===== config.mk =====
export PLATFORM = sky130hd
export DESIGN_NAME = shell_command_lexer
export DESIGN_NICKNAME = d
export VERILOG_FILES = /design/src/rtl/scl_pkg.sv /design/src/rtl/scl_front.sv /design/src/rtl/scl_fifo.sv /design/src/rtl/scl_back.sv /design/src/rtl/shell_command_lexer.sv
export SDC_FILE = /design/constraint.sdc
export NUM_CORES = 1
export LEC_CHECK = 0
export BUFFER_PORTS_ARGS = -buffer_cell sky130_fd_sc_hd__buf_2
export CAP_MARGIN = 0
export CELL_PAD_IN_SITES_DETAIL_PLACEMENT = 0
export CELL_PAD_IN_SITES_GLOBAL_PLACEMENT = 1
export CORE_MARGIN = 4
export CORE_UTILIZATION = 46
export DETAILED_ROUTE_END_ITERATION = 8
export MAX_ROUTING_LAYER = met4
export PLACE_DENSITY_LB_ADDON = 0.08
export SYNTH_ARGS = -nofsm -noshare
export SYNTH_HDL_FRONTEND = slang
export SYNTH_HIERARCHICAL = 1
export SYNTH_SLANG_ARGS = --single-unit

===== constraint.sdc =====
create_clock -name clk -period 5.05 [get_ports clk]
set_input_delay 0.505 -clock clk [delete_from_list [all_inputs] [get_ports clk]]
set_output_delay 0.505 -clock clk [all_outputs]
set_load 0.02 [all_outputs]

===== src/rtl/scl_pkg.sv =====
// Shared types, constants and helper functions of the shell command lexer.
// Used by every module of the block; depends on nothing else.
package scl_pkg;

    localparam int LINE_MAX_LEN = 4096;
    localparam int POS_W        = $clog2(LINE_MAX_LEN);
    localparam int OUT_W        = 12;
    localparam int OUT_MAX      = (1 << OUT_W) - 1;
    localparam int CLAMP_W      = (POS_W > OUT_W) ? POS_W : OUT_W;

    localparam int FIFO_DEPTH = 4;
    localparam int FIFO_AW    = $clog2(FIFO_DEPTH);

    localparam int IN_DATA_W  = 8;
    localparam int OUT_DATA_W = 32;

    // Byte values that the lexer treats specially.
    localparam logic [7:0] CH_LT     = 8'h3C;
    localparam logic [7:0] CH_GT     = 8'h3E;
    localparam logic [7:0] CH_PIPE   = 8'h7C;
    localparam logic [7:0] CH_AMP    = 8'h26;
    localparam logic [7:0] CH_LPAREN = 8'h28;
    localparam logic [7:0] CH_RPAREN = 8'h29;
    localparam logic [7:0] CH_DQUOTE = 8'h22;
    localparam logic [7:0] CH_SQUOTE = 8'h27;
    localparam logic [7:0] CH_SPACE  = 8'h20;
    localparam logic [7:0] CH_TAB    = 8'h09;
    localparam logic [7:0] CH_CR     = 8'h0D;

    // Operator bytes that may pair with an identical follower.
    localparam logic [1:0] OP_LT   = 2'd0;
    localparam logic [1:0] OP_GT   = 2'd1;
    localparam logic [1:0] OP_PIPE = 2'd2;
    localparam logic [1:0] OP_AMP  = 2'd3;

    localparam logic [1:0] QUOTE_NONE   = 2'd0;
    localparam logic [1:0] QUOTE_SINGLE = 2'd1;
    localparam logic [1:0] QUOTE_DOUBLE = 2'd2;

    typedef enum logic [3:0] {
        KIND_WORD      = 4'd0,
        KIND_PIPE      = 4'd1,
        KIND_OR        = 4'd2,
        KIND_AND       = 4'd3,
        KIND_AMP       = 4'd4,
        KIND_REDIR_IN  = 4'd5,
        KIND_REDIR_OUT = 4'd6,
        KIND_HEREDOC   = 4'd7,
        KIND_APPEND    = 4'd8,
        KIND_LPAREN    = 4'd9,
        KIND_RPAREN    = 4'd10,
        KIND_EOF       = 4'd11
    } kind_t;

    typedef enum logic [2:0] {
        MODE_IDLE = 3'b001,
        MODE_WORD = 3'b010,
        MODE_HELD = 3'b100
    } mode_t;

    // One classified input beat as it travels from the front to the back.
    typedef struct packed {
        logic             eol;
        logic             space;
        logic             lparen;
        logic             rparen;
        logic             op_valid;
        logic [1:0]       op_idx;
        logic [1:0]       quote;
        logic [POS_W-1:0] pos;
    } item_t;

    typedef struct packed {
        kind_t            kind;
        logic [OUT_W-1:0] start;
        logic [OUT_W-1:0] len;
        logic             unclosed;
        logic             last;
    } result_t;

    function automatic logic [OUT_W-1:0] clamp_out(input logic [POS_W-1:0] v);
        logic [CLAMP_W-1:0] w;
        w = CLAMP_W'(v);
        if (w > CLAMP_W'(OUT_MAX))
            return OUT_W'(OUT_MAX);
        else
            return w[OUT_W-1:0];
    endfunction

    function automatic kind_t single_kind(input logic [1:0] idx);
        case (idx)
            OP_LT:   return KIND_REDIR_IN;
            OP_GT:   return KIND_REDIR_OUT;
            OP_PIPE: return KIND_PIPE;
            default: return KIND_AMP;
        endcase
    endfunction

    function automatic kind_t double_kind(input logic [1:0] idx);
        case (idx)
            OP_LT:   return KIND_HEREDOC;
            OP_GT:   return KIND_APPEND;
            OP_PIPE: return KIND_OR;
            default: return KIND_AND;
        endcase
    endfunction

    function automatic result_t make_result(input kind_t kind,
                                            input logic [POS_W-1:0] start,
                                            input logic [POS_W-1:0] len,
                                            input logic unclosed,
                                            input logic last);
        result_t r;
        r.kind     = kind;
        r.start    = clamp_out(start);
        r.len      = clamp_out(len);
        r.unclosed = unclosed;
        r.last     = last;
        return r;
    endfunction

endpackage


===== src/rtl/scl_front.sv =====
// Front end of the shell command lexer: accepts input beats, classifies each
// byte and tags it with its saturating line position. Depends on scl_pkg.
module scl_front (
    input  logic           clk,
    input  logic           rst_n,
    input  logic           s_tvalid,
    output logic           s_tready,
    input  logic [7:0]     s_tdata,   // char_code
    input  logic           s_tlast,   // end_of_line
    output logic           item_valid,
    input  logic           item_ready,
    output scl_pkg::item_t item
);
    import scl_pkg::*;

    logic [POS_W-1:0] pos_reg;
    logic [POS_W-1:0] pos_next;
    logic             accept;

    assign s_tready   = item_ready;
    assign item_valid = s_tvalid;
    assign accept     = s_tvalid && s_tready;

    always_comb
    begin
        item          = '0;
        item.eol      = s_tlast;
        item.pos      = pos_reg;
        item.space    = s_tdata inside {CH_SPACE, [CH_TAB:CH_CR]};
        item.lparen   = (s_tdata == CH_LPAREN);
        item.rparen   = (s_tdata == CH_RPAREN);
        item.op_valid = 1'b1;
        case (s_tdata)
            CH_LT:   item.op_idx = OP_LT;
            CH_GT:   item.op_idx = OP_GT;
            CH_PIPE: item.op_idx = OP_PIPE;
            CH_AMP:  item.op_idx = OP_AMP;
            default:
            begin
                item.op_valid = 1'b0;
                item.op_idx   = OP_LT;
            end
        endcase
        case (s_tdata)
            CH_SQUOTE: item.quote = QUOTE_SINGLE;
            CH_DQUOTE: item.quote = QUOTE_DOUBLE;
            default:   item.quote = QUOTE_NONE;
        endcase
    end

    // Position saturates at the last offset of a line and restarts after end of line.
    always_comb
    begin
        pos_next = pos_reg;
        if (accept)
        begin
            if (s_tlast)
                pos_next = '0;
            else if (pos_reg != POS_W'(LINE_MAX_LEN - 1))
                pos_next = pos_reg + POS_W'(1);
        end
    end

    always_ff @(posedge clk or negedge rst_n)
    begin
        if (!rst_n)
            pos_reg <= '0;
        else
            pos_reg <= pos_next;
    end

endmodule


===== src/rtl/scl_fifo.sv =====
// Short queue of classified beats between the lexer front and back ends.
// Depends on scl_pkg for the entry type and depth.
module scl_fifo (
    input  logic           clk,
    input  logic           rst_n,
    input  logic           in_valid,
    output logic           in_ready,
    input  scl_pkg::item_t in_item,
    output logic           out_valid,
    input  logic           out_ready,
    output scl_pkg::item_t out_item
);
    import scl_pkg::*;

    item_t              entry_reg [FIFO_DEPTH];
    logic [FIFO_AW-1:0] wr_ptr_reg;
    logic [FIFO_AW-1:0] rd_ptr_reg;
    logic [FIFO_AW:0]   cnt_reg;
    logic               push;
    logic               pop;

    assign in_ready  = (cnt_reg != (FIFO_AW + 1)'(FIFO_DEPTH));
    assign out_valid = (cnt_reg != '0);
    assign push      = in_valid && in_ready;
    assign pop       = out_valid && out_ready;
    assign out_item  = entry_reg[rd_ptr_reg];

    always_ff @(posedge clk)
    begin
        if (push)
            entry_reg[wr_ptr_reg] <= in_item;
    end

    always_ff @(posedge clk or negedge rst_n)
    begin
        if (!rst_n)
        begin
            wr_ptr_reg <= '0;
            rd_ptr_reg <= '0;
            cnt_reg    <= '0;
        end
        else
        begin
            if (push)
                wr_ptr_reg <= wr_ptr_reg + FIFO_AW'(1);
            if (pop)
                rd_ptr_reg <= rd_ptr_reg + FIFO_AW'(1);
            cnt_reg <= cnt_reg + (FIFO_AW + 1)'(push) - (FIFO_AW + 1)'(pop);
        end
    end

endmodule


===== src/rtl/scl_back.sv =====
// Back end of the shell command lexer: runs the token state machine on each
// queued beat and buffers up to two results for the output. Depends on scl_pkg.
module scl_back (
    input  logic           clk,
    input  logic           rst_n,
    input  logic           item_valid,
    output logic           item_ready,
    input  scl_pkg::item_t item,
    output logic           m_tvalid,
    input  logic           m_tready,
    output logic [31:0]    m_tdata,   // token_kind, start_pos, token_len, zero pad
    output logic           m_tlast,   // last_of_line
    output logic           m_tuser    // unclosed_quote
);
    import scl_pkg::*;

    mode_t            mode_reg, mode_next;
    logic [1:0]       quote_reg, quote_next;
    logic [1:0]       held_reg, held_next;
    logic [POS_W-1:0] ws_reg, ws_next;

    result_t          slot_reg [2];
    logic             rd_reg;
    logic             wr_reg;
    logic [1:0]       cnt_reg;

    result_t          res0, res1, paren;
    logic [1:0]       n;
    logic [1:0]       free;
    logic             do_begin;
    logic             consume;
    logic             out_pop;
    logic [POS_W-1:0] word_len;
    result_t          cur;

    assign word_len = item.pos - ws_reg;

    always_comb
    begin
        res0       = '0;
        res1       = '0;
        paren      = '0;
        n          = 2'd0;
        do_begin   = 1'b0;
        mode_next  = mode_reg;
        quote_next = quote_reg;
        held_next  = held_reg;
        ws_next    = ws_reg;
        if (item.eol)
        begin
            case (mode_reg)
                MODE_HELD:
                begin
                    res0 = make_result(single_kind(held_reg), ws_reg, POS_W'(1), 1'b0, 1'b0);
                    res1 = make_result(KIND_EOF, item.pos, '0, 1'b0, 1'b1);
                    n    = 2'd2;
                end
                MODE_WORD:
                begin
                    if (quote_reg != QUOTE_NONE)
                    begin
                        res0 = make_result(KIND_WORD, ws_reg, word_len, 1'b1, 1'b1);
                        n    = 2'd1;
                    end
                    else
                    begin
                        res0 = make_result(KIND_WORD, ws_reg, word_len, 1'b0, 1'b0);
                        res1 = make_result(KIND_EOF, item.pos, '0, 1'b0, 1'b1);
                        n    = 2'd2;
                    end
                end
                default:
                begin
                    res0 = make_result(KIND_EOF, item.pos, '0, 1'b0, 1'b1);
                    n    = 2'd1;
                end
            endcase
            mode_next  = MODE_IDLE;
            quote_next = QUOTE_NONE;
            held_next  = OP_LT;
            ws_next    = '0;
        end
        else
        begin
            case (mode_reg)
                MODE_HELD:
                begin
                    if (item.op_valid && (item.op_idx == held_reg))
                    begin
                        res0      = make_result(double_kind(held_reg), ws_reg, POS_W'(2),
                                                1'b0, 1'b0);
                        n         = 2'd1;
                        mode_next = MODE_IDLE;
                    end
                    else
                    begin
                        res0     = make_result(single_kind(held_reg), ws_reg, POS_W'(1),
                                               1'b0, 1'b0);
                        n        = 2'd1;
                        do_begin = 1'b1;
                    end
                end
                MODE_WORD:
                begin
                    if (quote_reg != QUOTE_NONE)
                    begin
                        if (item.quote == quote_reg)
                            quote_next = QUOTE_NONE;
                    end
                    else if (item.space || item.lparen || item.rparen || item.op_valid)
                    begin
                        res0     = make_result(KIND_WORD, ws_reg, word_len, 1'b0, 1'b0);
                        n        = 2'd1;
                        do_begin = 1'b1;
                    end
                    else
                    begin
                        quote_next = item.quote;
                    end
                end
                default:
                begin
                    do_begin = 1'b1;
                end
            endcase

            // Start of a new token, after any token that this beat closed.
            if (do_begin)
            begin
                mode_next = MODE_IDLE;
                if (item.space)
                begin
                    mode_next = MODE_IDLE;
                end
                else if (item.lparen || item.rparen)
                begin
                    paren = make_result(item.lparen ? KIND_LPAREN : KIND_RPAREN, item.pos,
                                        POS_W'(1), 1'b0, 1'b0);
                    if (n == 2'd0)
                        res0 = paren;
                    else
                        res1 = paren;
                    n = n + 2'd1;
                end
                else if (item.op_valid)
                begin
                    mode_next = MODE_HELD;
                    held_next = item.op_idx;
                    ws_next   = item.pos;
                end
                else
                begin
                    mode_next  = MODE_WORD;
                    ws_next    = item.pos;
                    quote_next = item.quote;
                end
            end
        end
    end

    // A beat is taken only when all of its results fit in the output buffer.
    assign out_pop    = m_tvalid && m_tready;
    assign free       = 2'd2 - cnt_reg + {1'b0, out_pop};
    assign item_ready = (n <= free);
    assign consume    = item_valid && item_ready;

    assign m_tvalid = (cnt_reg != 2'd0);
    assign cur      = slot_reg[rd_reg];
    assign m_tdata  = {4'b0, cur.len, cur.start, cur.kind};
    assign m_tlast  = cur.last;
    assign m_tuser  = cur.unclosed;

    always_ff @(posedge clk)
    begin
        if (consume && (n != 2'd0))
            slot_reg[wr_reg] <= res0;
        if (consume && (n == 2'd2))
            slot_reg[~wr_reg] <= res1;
    end

    always_ff @(posedge clk or negedge rst_n)
    begin
        if (!rst_n)
        begin
            mode_reg  <= MODE_IDLE;
            quote_reg <= QUOTE_NONE;
            held_reg  <= OP_LT;
            ws_reg    <= '0;
            rd_reg    <= 1'b0;
            wr_reg    <= 1'b0;
            cnt_reg   <= 2'd0;
        end
        else
        begin
            if (consume)
            begin
                mode_reg  <= mode_next;
                quote_reg <= quote_next;
                held_reg  <= held_next;
                ws_reg    <= ws_next;
                wr_reg    <= wr_reg ^ n[0];
            end
            if (out_pop)
                rd_reg <= ~rd_reg;
            cnt_reg <= cnt_reg - {1'b0, out_pop} + (consume ? n : 2'd0);
        end
    end

endmodule


===== src/rtl/shell_command_lexer.sv =====
// Shell command line lexer: one byte per beat in, one token per beat out.
// The byte that ends a token passes the queue, and its token the result buffer.
// Throughput: one byte per cycle while the queue has room; a byte that closes two
// tokens waits for room; the four-entry queue behind the classifier absorbs the wait.
// Reset clears the lexer state, the line position and all queues; no beat is held.
// Depends on scl_pkg, scl_front, scl_fifo and scl_back.
module shell_command_lexer (
    input  logic        clk,
    input  logic        rst_n,
    input  logic        s_tvalid,
    output logic        s_tready,
    input  logic [7:0]  s_tdata,   // char_code
    input  logic        s_tlast,   // end_of_line
    output logic        m_tvalid,
    input  logic        m_tready,
    output logic [31:0] m_tdata,   // token_kind, start_pos, token_len, zero pad
    output logic        m_tlast,   // last_of_line
    output logic        m_tuser    // unclosed_quote
);
    import scl_pkg::*;

    item_t front_item;
    item_t head_item;
    logic  front_valid;
    logic  front_ready;
    logic  head_valid;
    logic  head_ready;

    scl_front u_front (
        .clk        (clk),
        .rst_n      (rst_n),
        .s_tvalid   (s_tvalid),
        .s_tready   (s_tready),
        .s_tdata    (s_tdata),
        .s_tlast    (s_tlast),
        .item_valid (front_valid),
        .item_ready (front_ready),
        .item       (front_item)
    );

    scl_fifo u_fifo (
        .clk       (clk),
        .rst_n     (rst_n),
        .in_valid  (front_valid),
        .in_ready  (front_ready),
        .in_item   (front_item),
        .out_valid (head_valid),
        .out_ready (head_ready),
        .out_item  (head_item)
    );

    scl_back u_back (
        .clk        (clk),
        .rst_n      (rst_n),
        .item_valid (head_valid),
        .item_ready (head_ready),
        .item       (head_item),
        .m_tvalid   (m_tvalid),
        .m_tready   (m_tready),
        .m_tdata    (m_tdata),
        .m_tlast    (m_tlast),
        .m_tuser    (m_tuser)
    );

endmodule

==> impl_metrics.ini <==
[status]
status = finished, final reports clean

[worst_hold_path]
hold_path_class = in -> async

[worst_setup_path]
rr_startpoint = u_fifo/rd_ptr_reg[0]
r2r-end = u_back/slot_reg[0][20]
end_kind = flip-flop
critical_path_arrival_ps = 4850
r2r_setup_slack_ps = 330
critPathMaxFanout = 15
r2r_cells = 15
worstSetupStartpoint = u_fifo/rd_ptr_reg[0]
crit_path_start_kind = flip-flop
path_class = reg -> reg
cp-endpoint = u_back/slot_reg[0][20]
crit_required_ps = 5180

[placed_design]
portBuffers = 44
gp_congestion = 0.840
placed_cells = 1035
dp_hpwl_um = 14700

[synthesis]
synth_area_leaders = edfxtp_1, dfrtp_1, dfxtp_1
yosysWarnings = 6
synth_top_area_share_pct = 37.1
avgSynthCellArea_um2 = 13.0
synth_cell_type_count = 97
ys_async_sr_fraction_pct = 22.6
synth_edf_count = 118
yosys.area_share.xor_xnor_pct = 2.20
synth_top_family_by_area = compound AO/OA/AOI/OAI gates
synth_top_flop_cell = edfxtp_1
post-synth-top-count-cell = edfxtp_1
yosys-top-cells-count = edfxtp_1, dfrtp_1, a22o_1
muxShareOfSynthArea_pct = 9.35
synthSimpleGateAreaFrac_pct = 11.2
ys_ff_latch = 186
yosysSeqAreaShare_pct = 53.5
syn_area_mm2 = 0.00956
synth_compound_area_share_pct = 15.2
synth_top_area_cell = edfxtp_1
synthAdderAreaFrac_pct = 4.22
synthCells = 736

[die]
initial_core_util_pct = 46.9
die_h_um = 152
die_area_mm2 = 0.0231
fp.dieW_um = 152
row_count = 52
design.core.area_mm2 = 0.0204
ioPinCount = 49

[global_route]
grt_pass1_wl_um = 33800
grt_use_total_pct = 18.8
grt.overflow.total = 0
grt_max_degree = 43
antenna_found_initial = 0
grt_pass1_vias = 5986

[finish]
fin_util_pct = 52.3
syn_to_final_growth_pct = 11.4
antenna_cells = 0
fin_nets = 828
multi_input_area_mm2 = 0.00405
largest_reg_flops = 84
fillCellCount = 1789
regArea_mm2 = 0.00512
fin_cells = 1067
drive_gt1_share_pct = 23.5

[timing]
worst_clock_skew_ps = 9.93
worst_pin_slew_ps = 1260
layout_min_cycle_time_ps = 4720
rsz0062_at_grt = false
timing.hold.ws_ps = 309
fmax_mhz = 212
setup_viol = 0
finalSetupTns_ps = 0
slew_viol_final = 0
hold_viol_final = 0
fin_crit_sh_pct = 93.5
relSlewSlack_pct = 15.5

[drt]
via_per_inst = 5.77
ant_nets = 0
first_pass_iters = 5
drc = 0
wl_per_cell_um = 19.7
drt-initial-drc-count = 554
vias = 6153
finalWirelength_um = 21000

[power]
vdd_drop_max_mv = 0.317
p_per_area_mw_per_mm2 = 725
power.total_uw = 7710
leakagePower_uw = 0.00403

[clock_tree]
insertion_delay_ps = 420
cts.clk_slew.worst_paths_ps = 70
cts.path.max_buffers = 2
cts_sinks = 186
h-tree-depth = 4
numCtsBuffers = 17
cts_tree = yes
clk_root_buffer_cell = clkbuf_16

[run]
max_cap_violations = 0
where the power goes:
part	total [uW]	switching (uW)	internal [uW]
Combinational	3860	2350	1510
Clock	1380	577	802
Sequential	2470	254	2220
layout make-up:
class | instances | share of cell area (%)
clock buffer | 20 | 4.20
inverter | 35 | 1.23
tap | 270 | 3.17
sequential | 186 | 48.1
multi-input combinational | 480 | 38.1
timing repair buffer | 64 | 3.72
clock inverter | 12 | 1.52
metrics by stage:
step,setup slack [ps],cell area (um2)
finish,326,10600
global route,21.7,10600
CTS,145,10600
detailed placement,186,10000
global placement,291,10000
floorplan,142,9570
placed cells by master, fill, tap and decap left out, drive strengths merged, types with 19 or more instances in the layout:
cell type / synthesis / routed
buf: 32 / 64
nor2: 37 / 37
a22o: 40 / 40
ha: 29 / 29
dfxtp: 26 / 26
mux2: 33 / 33
a21oi: 35 / 35
clkbuf: 6 / 20
mux4: 21 / 21
dfrtp: 41 / 41
o21ai: 19 / 19
edfxtp: 118 / 118
nand2: 39 / 39
inv: 35 / 39
worst min-delay path by stage:
stage                            end                   from  slack [ps]
6_report          u_back/mode_reg[1]                  rst_n         310
4_1_cts           u_back/mode_reg[2]                  rst_n         320
2_1_floorplan      u_back/cnt_reg[0]                  rst_n         210
5_1_grt          u_back/quote_reg[1]                  rst_n         380
3_3_place_gp   u_back/slot_reg[0][7]  u_back/slot_reg[0][7]         440
3_5_place_dp   u_back/slot_reg[1][1]  u_back/slot_reg[1][1]         450
kinds of logic (layout without fill, tap and decap cells):
group,after synthesis,after routing
AOI/OAI and AO/OA,182,182
xor gates and xnor gates,24,24
adders and majority gates,31,31
buffers and inverters,73,131
DFF,186,186
muxes,57,57
other,1,4
and+or+nand+nor,182,182
worst max-delay path, cell delays in order (launching register included):
cell and delay [ps]:
dfrtp_2 490, buf_4 330, mux4_2 570, xnor2_1 170, and4_4 240, or4_4 590, nand2_1 110, ha_1 240
nor2b_1 140, o21ai_1 120, buf_4 170, nand3_1 310, a211oi_4 340, nor2_2 140, inv_1 260, buf_12 200
per-layer routing:
metal	global-route usage, %	vias up	routed length, um
li1	-	2934	-
met1	26.1	3069	9990
met2	29.2	140	10100
met3	3.61	10	762
met4	4.15	0	164
met5	-	-	0
repair_timing:
action | CTS | global route
hold buffers | 0 | 0
setup buffers | 0 | 0
gates resized for setup | 0 | 1
setup endpoints to repair | 0 | 50
No activity file was read; power rests on OpenSTA's default activity.
